<file path="config.mk">
export PLATFORM = sky130hd
export DESIGN_NAME = serial_line_unit_registers_flat
export DESIGN_NICKNAME = d
export VERILOG_FILES = /design/src/rtl/slu_pkg.sv /design/src/rtl/slu_ifs.sv /design/src/rtl/slu_core.sv /design/src/rtl/serial_line_unit_registers.sv /design/src/flat_wrapper.sv
export SDC_FILE = /design/constraint.sdc
export NUM_CORES = 1
export LEC_CHECK = 0
export ABC_CLOCK_PERIOD_IN_PS = 3100
export BUFFER_PORTS_ARGS = -buffer_cell sky130_fd_sc_hd__buf_4
export CORE_ASPECT_RATIO = 2
export CORE_MARGIN = 3
export CORE_UTILIZATION = 56
export DETAILED_ROUTE_END_ITERATION = 10
export PLACE_DENSITY = 0.76
export SYNTH_ARGS = -nofsm -noshare
export SYNTH_HDL_FRONTEND = slang
export SYNTH_SLANG_ARGS = --single-unit
</file>
<file path="constraint.sdc">
create_clock -name clk -period 3.1 [get_ports clk]
set_clock_uncertainty 0.15 [all_clocks]
set_input_delay 0.465 -clock clk [delete_from_list [all_inputs] [get_ports clk]]
set_output_delay 0.465 -clock clk [all_outputs]
set_load 0.02 [all_outputs]
</file>
<file path="src/rtl/slu_pkg.sv">
// types and constants shared by the serial line unit
`default_nettype none
package slu_pkg;

  typedef enum logic [1:0] {
    OP_READ  = 2'd0,
    OP_WRITE = 2'd1,
    OP_LINE  = 2'd2,
    OP_TICK  = 2'd3
  } op_t;

  typedef enum logic [1:0] {
    REG_RX_STATUS = 2'd0,
    REG_RX_BUFFER = 2'd1,
    REG_TX_STATUS = 2'd2,
    REG_TX_BUFFER = 2'd3
  } reg_t;

  localparam int unsigned WORD_W = 16;
  localparam int unsigned CHAR_W = 8;

  localparam logic [WORD_W-1:0] CHAR_TIME_RESET = 16'd1000;

  // rx status bits
  localparam int unsigned RX_RDR_ENB_BIT  = 0;
  localparam int unsigned RX_DSET_IE_BIT  = 5;
  localparam int unsigned RX_IE_BIT       = 6;
  localparam int unsigned RX_DONE_BIT     = 7;
  localparam int unsigned RX_ACTIVE_BIT   = 11;
  localparam int unsigned RX_DSET_INT_BIT = 15;
  localparam logic [WORD_W-1:0] RX_WR_MASK = 16'h006E;

  // rx buffer flags
  localparam int unsigned RB_OVERRUN_BIT = 14;
  localparam int unsigned RB_ERROR_BIT   = 15;

  // tx status bits
  localparam int unsigned TX_MAINT_BIT = 2;
  localparam int unsigned TX_IE_BIT    = 6;
  localparam int unsigned TX_READY_BIT = 7;
  localparam logic [WORD_W-1:0] TX_WR_MASK  = 16'h0045;
  localparam logic [WORD_W-1:0] TX_STATUS_RESET = 16'h0080;

  typedef struct packed {
    op_t               operation;
    reg_t              reg_index;
    logic [WORD_W-1:0] write_data;
    logic [CHAR_W-1:0] line_char;
  } item_t;

  typedef struct packed {
    logic [WORD_W-1:0] read_data;
    logic              irq;
    logic              tx_valid;
    logic [CHAR_W-1:0] tx_char;
    logic              rx_accepted;
  } result_t;

endpackage
`default_nettype wire

</file>
<file path="src/rtl/slu_ifs.sv">
// request, result and configuration channel interfaces of the serial line unit
`default_nettype none
interface slu_in_if;
  logic        valid;
  logic        ready;
  logic [1:0]  operation;
  logic [1:0]  reg_index;
  logic [15:0] write_data;
  logic [7:0]  line_char;
  modport source (output valid, operation, reg_index, write_data, line_char, input ready);
  modport sink   (input valid, operation, reg_index, write_data, line_char, output ready);
endinterface

interface slu_out_if;
  logic        valid;
  logic        ready;
  logic [15:0] read_data;
  logic        irq;
  logic        tx_valid;
  logic [7:0]  tx_char;
  logic        rx_accepted;
  modport source (output valid, read_data, irq, tx_valid, tx_char, rx_accepted, input ready);
  modport sink   (input valid, read_data, irq, tx_valid, tx_char, rx_accepted, output ready);
endinterface

interface slu_cfg_if;
  logic        valid;
  logic        ready;
  logic [15:0] data;
  modport source (output valid, data, input ready);
  modport sink   (input valid, data, output ready);
endinterface
`default_nettype wire

</file>
<file path="src/rtl/slu_core.sv">
// register file, character timers and result logic of the serial line unit
`default_nettype none
module slu_core #(
  parameter int unsigned COUNT_BITS = 16
) (
  input  wire logic                       clk,
  input  wire logic                       rst_n,
  input  wire logic                       fire,
  input  wire slu_pkg::item_t             item,
  input  wire logic                       cfg_we,
  input  wire logic [slu_pkg::WORD_W-1:0] cfg_data,
  output slu_pkg::result_t                result
);

  localparam int unsigned LW = (COUNT_BITS > slu_pkg::WORD_W) ? COUNT_BITS : slu_pkg::WORD_W;
  localparam logic [LW-1:0] CNT_MAX = LW'({COUNT_BITS{1'b1}});

  logic [slu_pkg::WORD_W-1:0] char_time_r;
  logic [slu_pkg::WORD_W-1:0] rx_status_r, rx_status_nxt;
  logic [slu_pkg::WORD_W-1:0] rx_buffer_r, rx_buffer_nxt;
  logic [slu_pkg::WORD_W-1:0] tx_status_r, tx_status_nxt;
  logic [slu_pkg::CHAR_W-1:0] tx_buffer_r, tx_buffer_nxt;
  logic [slu_pkg::CHAR_W-1:0] rx_shift_r, rx_shift_nxt;
  logic [slu_pkg::CHAR_W-1:0] tx_shift_r, tx_shift_nxt;
  logic                       tx_pending_r, tx_pending_nxt;
  logic [COUNT_BITS-1:0]      rx_cnt_r, rx_cnt_nxt;
  logic [COUNT_BITS-1:0]      tx_cnt_r, tx_cnt_nxt;

  logic [LW-1:0]         ct_ext;
  logic [COUNT_BITS-1:0] load_val;

  // zero acts as one, too large saturates
  always_comb begin
    ct_ext = LW'(char_time_r);
    if (ct_ext == '0) begin
      load_val = COUNT_BITS'(1);
    end else if (ct_ext > CNT_MAX) begin
      load_val = CNT_MAX[COUNT_BITS-1:0];
    end else begin
      load_val = ct_ext[COUNT_BITS-1:0];
    end
  end

  always_comb begin
    logic rx_fire;
    logic tx_fire;
    logic [slu_pkg::WORD_W-1:0] rd;
    logic txv;
    logic [slu_pkg::CHAR_W-1:0] txc;
    logic acc;
    rx_status_nxt  = rx_status_r;
    rx_buffer_nxt  = rx_buffer_r;
    tx_status_nxt  = tx_status_r;
    tx_buffer_nxt  = tx_buffer_r;
    rx_shift_nxt   = rx_shift_r;
    tx_shift_nxt   = tx_shift_r;
    tx_pending_nxt = tx_pending_r;
    rx_cnt_nxt     = rx_cnt_r;
    tx_cnt_nxt     = tx_cnt_r;
    rx_fire = 1'b0;
    tx_fire = 1'b0;
    rd  = '0;
    txv = 1'b0;
    txc = '0;
    acc = 1'b0;
    unique case (item.operation)
      slu_pkg::OP_READ: begin
        unique case (item.reg_index)
          slu_pkg::REG_RX_STATUS: begin
            rd = rx_status_r;
            rx_status_nxt[slu_pkg::RX_DSET_INT_BIT] = 1'b0;
          end
          slu_pkg::REG_RX_BUFFER: begin
            rd = rx_buffer_r;
            rx_status_nxt[slu_pkg::RX_DONE_BIT] = 1'b0;
          end
          slu_pkg::REG_TX_STATUS: rd = tx_status_r;
          default: rd = slu_pkg::WORD_W'(tx_buffer_r);
        endcase
      end
      slu_pkg::OP_WRITE: begin
        unique case (item.reg_index)
          slu_pkg::REG_RX_STATUS: begin
            rx_status_nxt = (rx_status_r & ~slu_pkg::RX_WR_MASK) |
                            (item.write_data & slu_pkg::RX_WR_MASK);
            if (item.write_data[slu_pkg::RX_RDR_ENB_BIT]) begin
              rx_status_nxt[slu_pkg::RX_DONE_BIT] = 1'b0;
            end
          end
          slu_pkg::REG_RX_BUFFER: rx_status_nxt[slu_pkg::RX_DONE_BIT] = 1'b0;
          slu_pkg::REG_TX_STATUS: begin
            tx_status_nxt = (tx_status_r & slu_pkg::TX_STATUS_RESET) |
                            (item.write_data & slu_pkg::TX_WR_MASK);
            // entering maintenance cancels a receive in progress
            if (item.write_data[slu_pkg::TX_MAINT_BIT]) begin
              rx_cnt_nxt = '0;
              rx_status_nxt[slu_pkg::RX_ACTIVE_BIT] = 1'b0;
            end
          end
          default: begin
            tx_buffer_nxt = item.write_data[slu_pkg::CHAR_W-1:0];
            if (!tx_status_r[slu_pkg::TX_READY_BIT]) begin
              tx_pending_nxt = 1'b1;
            end else begin
              tx_pending_nxt = 1'b0;
              tx_status_nxt[slu_pkg::TX_READY_BIT] = 1'b0;
              tx_shift_nxt = item.write_data[slu_pkg::CHAR_W-1:0];
              tx_cnt_nxt = load_val;
              if (tx_status_r[slu_pkg::TX_MAINT_BIT]) begin
                rx_shift_nxt = item.write_data[slu_pkg::CHAR_W-1:0];
                rx_status_nxt[slu_pkg::RX_ACTIVE_BIT] = 1'b1;
                rx_cnt_nxt = load_val;
              end
            end
          end
        endcase
      end
      slu_pkg::OP_LINE: begin
        if (rx_cnt_r == '0) begin
          acc = 1'b1;
          // in maintenance the line character is dropped
          if (!tx_status_r[slu_pkg::TX_MAINT_BIT]) begin
            rx_shift_nxt = item.line_char;
            rx_status_nxt[slu_pkg::RX_ACTIVE_BIT] = 1'b1;
            rx_cnt_nxt = load_val;
          end
        end
      end
      default: begin
        if (rx_cnt_r != '0) begin
          rx_cnt_nxt = rx_cnt_r - COUNT_BITS'(1);
          rx_fire = (rx_cnt_r == COUNT_BITS'(1));
        end
        if (tx_cnt_r != '0) begin
          tx_cnt_nxt = tx_cnt_r - COUNT_BITS'(1);
          tx_fire = (tx_cnt_r == COUNT_BITS'(1));
        end
        // receiver completes before the transmitter
        if (rx_fire) begin
          rx_buffer_nxt = '0;
          if (rx_status_r[slu_pkg::RX_DONE_BIT]) begin
            rx_buffer_nxt[slu_pkg::RB_OVERRUN_BIT] = 1'b1;
            rx_buffer_nxt[slu_pkg::RB_ERROR_BIT]   = 1'b1;
          end
          rx_buffer_nxt[slu_pkg::CHAR_W-1:0] = rx_shift_r;
          rx_status_nxt[slu_pkg::RX_ACTIVE_BIT] = 1'b0;
          rx_status_nxt[slu_pkg::RX_DONE_BIT]   = 1'b1;
        end
        if (tx_fire) begin
          if (!tx_status_r[slu_pkg::TX_MAINT_BIT]) begin
            txv = 1'b1;
            txc = tx_shift_r;
          end
          tx_status_nxt[slu_pkg::TX_READY_BIT] = 1'b1;
          // pending character starts right away, looped back in maintenance
          if (tx_pending_r) begin
            tx_pending_nxt = 1'b0;
            tx_status_nxt[slu_pkg::TX_READY_BIT] = 1'b0;
            tx_shift_nxt = tx_buffer_r;
            tx_cnt_nxt = load_val;
            if (tx_status_r[slu_pkg::TX_MAINT_BIT]) begin
              rx_shift_nxt = tx_buffer_r;
              rx_status_nxt[slu_pkg::RX_ACTIVE_BIT] = 1'b1;
              rx_cnt_nxt = load_val;
            end
          end
        end
      end
    endcase
    result.read_data   = rd;
    result.irq = (rx_status_nxt[slu_pkg::RX_DSET_IE_BIT] &
                  rx_status_nxt[slu_pkg::RX_DSET_INT_BIT]) |
                 (rx_status_nxt[slu_pkg::RX_IE_BIT] & rx_status_nxt[slu_pkg::RX_DONE_BIT]) |
                 (tx_status_nxt[slu_pkg::TX_IE_BIT] & tx_status_nxt[slu_pkg::TX_READY_BIT]);
    result.tx_valid    = txv;
    result.tx_char     = txc;
    result.rx_accepted = acc;
  end

  always_ff @(posedge clk) begin
    if (!rst_n) begin
      char_time_r  <= slu_pkg::CHAR_TIME_RESET;
      rx_status_r  <= '0;
      rx_buffer_r  <= '0;
      tx_status_r  <= slu_pkg::TX_STATUS_RESET;
      tx_buffer_r  <= '0;
      rx_shift_r   <= '0;
      tx_shift_r   <= '0;
      tx_pending_r <= 1'b0;
      rx_cnt_r     <= '0;
      tx_cnt_r     <= '0;
    end else begin
      if (cfg_we) begin
        char_time_r <= cfg_data;
      end
      if (fire) begin
        rx_status_r  <= rx_status_nxt;
        rx_buffer_r  <= rx_buffer_nxt;
        tx_status_r  <= tx_status_nxt;
        tx_buffer_r  <= tx_buffer_nxt;
        rx_shift_r   <= rx_shift_nxt;
        tx_shift_r   <= tx_shift_nxt;
        tx_pending_r <= tx_pending_nxt;
        rx_cnt_r     <= rx_cnt_nxt;
        tx_cnt_r     <= tx_cnt_nxt;
      end
    end
  end

endmodule
`default_nettype wire

</file>
<file path="src/rtl/serial_line_unit_registers.sv">
// top level of the serial line unit: request register, core and result register
//
//  channel | dir | payload                                       | handshake
//  in_if   | in  | operation, reg_index, write_data, line_char   | valid/ready
//  out_if  | out | read_data, irq, tx_valid, tx_char, rx_accepted | valid/ready
//  cfg_if  | in  | data (char_time)                              | valid/ready, always ready
//
// one request per cycle unless out_if stalls; each taken request passes the request
// register, then the result register, from which it is offered on out_if.
// rst_n (synchronous) clears the registers, the timers and both pipeline stages.
// while out_if.ready is low the result holds, one more request is buffered,
// then in_if.ready drops.
`default_nettype none
module serial_line_unit_registers #(
  parameter int unsigned COUNT_BITS = 16
) (
  input wire logic  clk,
  input wire logic  rst_n,
  slu_in_if.sink    in_if,
  slu_out_if.source out_if,
  slu_cfg_if.sink   cfg_if
);

  logic              req_valid_r;
  slu_pkg::item_t    req_r;
  logic              res_valid_r;
  slu_pkg::result_t  res_r;
  slu_pkg::result_t  core_res;
  logic              advance;
  logic              fire;

  assign advance = !res_valid_r || out_if.ready;
  assign fire    = req_valid_r && advance;
  assign in_if.ready  = !req_valid_r || advance;
  assign cfg_if.ready = 1'b1;

  slu_core #(
    .COUNT_BITS(COUNT_BITS)
  ) u_core (
    .clk      (clk),
    .rst_n    (rst_n),
    .fire     (fire),
    .item     (req_r),
    .cfg_we   (cfg_if.valid),
    .cfg_data (cfg_if.data),
    .result   (core_res)
  );

  always_ff @(posedge clk) begin
    if (!rst_n) begin
      req_valid_r <= 1'b0;
      res_valid_r <= 1'b0;
    end else begin
      if (in_if.ready) begin
        req_valid_r <= in_if.valid;
      end
      if (advance) begin
        res_valid_r <= req_valid_r;
      end
    end
  end

  always_ff @(posedge clk) begin
    if (in_if.ready && in_if.valid) begin
      req_r.operation  <= slu_pkg::op_t'(in_if.operation);
      req_r.reg_index  <= slu_pkg::reg_t'(in_if.reg_index);
      req_r.write_data <= in_if.write_data;
      req_r.line_char  <= in_if.line_char;
    end
    if (fire) begin
      res_r <= core_res;
    end
  end

  assign out_if.valid       = res_valid_r;
  assign out_if.read_data   = res_r.read_data;
  assign out_if.irq         = res_r.irq;
  assign out_if.tx_valid    = res_r.tx_valid;
  assign out_if.tx_char     = res_r.tx_char;
  assign out_if.rx_accepted = res_r.rx_accepted;

endmodule
`default_nettype wire

</file>
<file path="src/flat_wrapper.sv">
// flat-port wrapper written by rule: the top's interface ports become plain ports
module serial_line_unit_registers_flat 
#(
  parameter int unsigned COUNT_BITS = 16
)
  (clk, rst_n, in_if_valid, in_if_operation, in_if_reg_index, in_if_write_data, in_if_line_char, in_if_ready, out_if_valid, out_if_read_data, out_if_irq, out_if_tx_valid, out_if_tx_char, out_if_rx_accepted, out_if_ready, cfg_if_valid, cfg_if_data, cfg_if_ready);
  slu_in_if in_if_i ();
  slu_out_if out_if_i ();
  slu_cfg_if cfg_if_i ();
  input wire logic clk;
  input wire logic rst_n;
  input wire logic [$bits(in_if_i.valid)-1:0] in_if_valid;
  input wire logic [$bits(in_if_i.operation)-1:0] in_if_operation;
  input wire logic [$bits(in_if_i.reg_index)-1:0] in_if_reg_index;
  input wire logic [$bits(in_if_i.write_data)-1:0] in_if_write_data;
  input wire logic [$bits(in_if_i.line_char)-1:0] in_if_line_char;
  output wire logic [$bits(in_if_i.ready)-1:0] in_if_ready;
  output wire logic [$bits(out_if_i.valid)-1:0] out_if_valid;
  output wire logic [$bits(out_if_i.read_data)-1:0] out_if_read_data;
  output wire logic [$bits(out_if_i.irq)-1:0] out_if_irq;
  output wire logic [$bits(out_if_i.tx_valid)-1:0] out_if_tx_valid;
  output wire logic [$bits(out_if_i.tx_char)-1:0] out_if_tx_char;
  output wire logic [$bits(out_if_i.rx_accepted)-1:0] out_if_rx_accepted;
  input wire logic [$bits(out_if_i.ready)-1:0] out_if_ready;
  input wire logic [$bits(cfg_if_i.valid)-1:0] cfg_if_valid;
  input wire logic [$bits(cfg_if_i.data)-1:0] cfg_if_data;
  output wire logic [$bits(cfg_if_i.ready)-1:0] cfg_if_ready;
  assign in_if_i.valid = in_if_valid;
  assign in_if_i.operation = in_if_operation;
  assign in_if_i.reg_index = in_if_reg_index;
  assign in_if_i.write_data = in_if_write_data;
  assign in_if_i.line_char = in_if_line_char;
  assign in_if_ready = in_if_i.ready;
  assign out_if_valid = out_if_i.valid;
  assign out_if_read_data = out_if_i.read_data;
  assign out_if_irq = out_if_i.irq;
  assign out_if_tx_valid = out_if_i.tx_valid;
  assign out_if_tx_char = out_if_i.tx_char;
  assign out_if_rx_accepted = out_if_i.rx_accepted;
  assign out_if_i.ready = out_if_ready;
  assign cfg_if_i.valid = cfg_if_valid;
  assign cfg_if_i.data = cfg_if_data;
  assign cfg_if_ready = cfg_if_i.ready;
  serial_line_unit_registers #(.COUNT_BITS(COUNT_BITS)) u_core (.clk(clk), .rst_n(rst_n), .in_if(in_if_i), .out_if(out_if_i), .cfg_if(cfg_if_i));
endmodule
</file>
==> summary.txt <==
Boundary Pins: 79
Fin Hold WS: 0.0658 ns
Hold buffers post-CTS: 0
Final nets: 838
Setup-failing EPs final: 0
Met3 track demand over resource: 5.20%
DP HPWL: 13900 µm
Status: finished, final reports clean
Mean Syn Cell Area: 9.56 µm²
Critical Path End Type: flip-flop
Worst EP required: 3.27 ns
Yosys cell types: 71
Largest net degree at the start of global routing: 46
Asr flop ratio synth: 0%
Slew HR: 45.0%
Antenna cell count: 0
Worst min path class: in2reg
Initial drt markers: 407
Top FF cell, synth: dfxtp_1
Depth of the CTS H-tree: 4
Final core utilization: 67.5%
Mapped Cells: 725
Grt total ovfl: 0
Clk sinks: 138
RSZ-0062 raised after global routing: no
Maxcap violations: 0
Placeable Area: 11900 µm²
Avg Vias per Cell: 6.29
CTS resizes: 0
CTS tree: yes
Worst VDD drop: 0.461 mV
CTS clk-pin slew, worst paths: 0.06 ns
Tot Pwr: 4790 µW
Starting Density: 58.2%
DRT antenna net count: 0
Setup crit start kind: flip-flop
Die height: 163 µm
Post CTS Setup Buffer Count: 0
Met2 Use GR: 51.2%
All-Layer GR Usage: 28.2%
Share of layout cells above drive strength 1: 17.8%
Post-synth EDFFs: 42
Hold path cells: 1
Syn Std Cell Area: 6930 µm²
Placed cell count: 906
Via count: 5896
Skew-Pair Late Insertion Delay: 0.42 ns
Final Hold Fails: 0
Total Wirelength: 19200 µm
Worst-margin pin slew: 0.826 ns
Fill cells: 956
Vias in the first global route: 5953
Non-Filler Instances: 938
GP Congestion: 0.930
Pwr dens: 596 nW/µm²
LEAKAGE: 0.00316 µW
First-pass GRT wire length: 30100 µm
Met1 usage: 27.4%
Die Wd: 84.7 µm
FP Rows: 56
Crit Path Class: reg2reg
Num CTS Buffers: 17
Final worst path period share: 92.3%
Crit-path max FO: 16
DR WL/cell: 20.5 µm
Worst-case reg-to-reg path depth: 8
PortBufs: 64
Initial antenna violation count: 0
Post-layout minimum cycle time: 2.86 ns
# DRC: 0
Max Clk Rate: 349 MHz
Clock buffer depth: 2
Synthesis Warnings: 0
Drt pass-1 iters: 5
TNS Setup: 0 ns
Sequential fraction of the synthesis area: 45.9%
Clk root buf: clkbuf_16
Die footprint: 13800 µm²
Final slew viol count: 0
Number of synthesized register bits: 138
Area Growth Syn to Fin: 16.1%
Grt peak-use layer: met2
Critical path arrival: 3.03 ns
==> routing by layer <==
layer  share of wire (%)  wire [µm]
met2                  55      10600
met5                   0          0
met4                 7.2       1380
met1                  33       6360
met3                 4.6        882
==> flip-flops by register name, indices dropped and copies added, names as in the netlist, 4 cells and up <==
name	cells
u_core.out_if.read_data	11
u_core.out_if.tx_char	8
u_core.req_r	20
u_core.u_core.char_time_r	16
u_core.u_core.rx_buffer_r	9
u_core.u_core.rx_cnt_r	16
u_core.u_core.rx_shift_r	8
u_core.u_core.rx_status_r	8
u_core.u_core.tx_buffer_r	8
u_core.u_core.tx_cnt_r	16
u_core.u_core.tx_shift_r	8
u_core.u_core.tx_status_r	4
==> where the power goes <==
group,internal (µW),switching (µW)
combinational,336,514
clock,1110,801
sequential,1930,101
total,3380,1420
==> cells in the final DEF, fill, tap and decap left out, types with 9 or more instances in the layout <==
cell / instances
dfxtp_1: 96
nor2_1: 83
buf_4: 77
a21oi_1: 67
nand2_1: 63
mux2i_1: 57
edfxtp_1: 42
o21ai_0: 31
and2_1: 22
nand3_1: 19
clkbuf_16: 17
inv_1: 14
nor4_1: 14
nor3_1: 12
a22oi_1: 9
ha_1: 9
==> synthesized netlist by cell type (3+ instances only) <==
cell	count	area share, %
nand3b_1	5	0.54
a31oi_1	6	0.54
nor2b_1	6	0.54
o31ai_1	3	0.33
o21ai_0	31	2.2
inv_1	14	0.76
ha_1	9	1.6
mux2i_1	57	8.2
clkbuf_1	26	1.4
a32oi_1	3	0.38
o41ai_1	3	0.38
buf_4	10	1.1
mux4_2	3	0.98
o211ai_1	3	0.33
nand2_1	63	3.4
o21a_1	3	0.33
a32o_1	7	1.0
and2_1	22	2.0
a211oi_1	5	0.54
nor3b_1	4	0.43
nand4_1	8	0.72
a21o_1	4	0.43
o21ai_1	4	0.29
or4_1	3	0.33
nand3_1	19	1.4
buf_2	4	0.29
nor4_4	5	1.5
xor2_1	5	0.63
buf_1	3	0.16
a22oi_1	9	0.98
dfxtp_1	96	28
edfxtp_1	42	18
a41oi_1	3	0.38
nor4_1	14	1.3
a21oi_1	67	4.8
a211o_1	3	0.38
nand2b_1	7	0.63
a211oi_2	8	1.4
nor3_1	12	0.87
nor2_1	83	4.5
and3_1	5	0.45
==> cell families after synthesis <==
group / synth area share (%)
mux: 9.53
fa+ha+maj: 1.63
flops: 45.9
xor+xnor: 0.758
simple gates: 20.7
compound gates: 17.1
other cells: 0.108
buf+inv: 4.21
==> metrics by stage <==
stage	worst slack (ns)	instance area, µm²
2_1_floorplan	0.766	6940
3_3_place_gp	0.395	7490
3_5_place_dp	0.306	7490
4_1_cts	0.240	8050
5_1_grt	0.00485	8050
6_report	0.238	8050
==> cell type report <==
type	instances	area (µm²)	area share, %
Clock inverter	13	120	1.49
Multi-Input combinational cell	529	3470	43.1
Inverter	16	60.1	0.747
Clock buffer	19	433	5.38
Sequential cell	138	3180	39.6
Tap cell	145	181	2.26
Timing Repair Buffer	78	598	7.43
==> final timing paths <==
| kind | startpoint | endpoint | slack (ns) |
|---|---|---|---|
| setup / recovery | u_core.u_core.rx_cnt_r[1] | u_core.u_core.rx_cnt_r[15] | 0.24 |
| hold / removal | in_if_line_char[3] | u_core.req_r[3] | 0.07 |
| setup reg to reg | u_core.u_core.rx_cnt_r[1] | u_core.u_core.rx_cnt_r[15] | 0.24 |
| hold reg to reg | u_core.u_core.rx_shift_r[6] | u_core.u_core.rx_buffer_r[6] | 0.31 |
==> critical path, cell delays in order, from the launching register on <==
cell and delay [ns]:
dfxtp_1 0.32, inv_1 0.16, ha_1 0.24, nor4b_4 0.42, nand4_4 0.22, a21oi_2 0.22
and2_1 0.52, o21ai_0 0.20, a32o_1 0.29
Power figures use the tool's default switching activity.
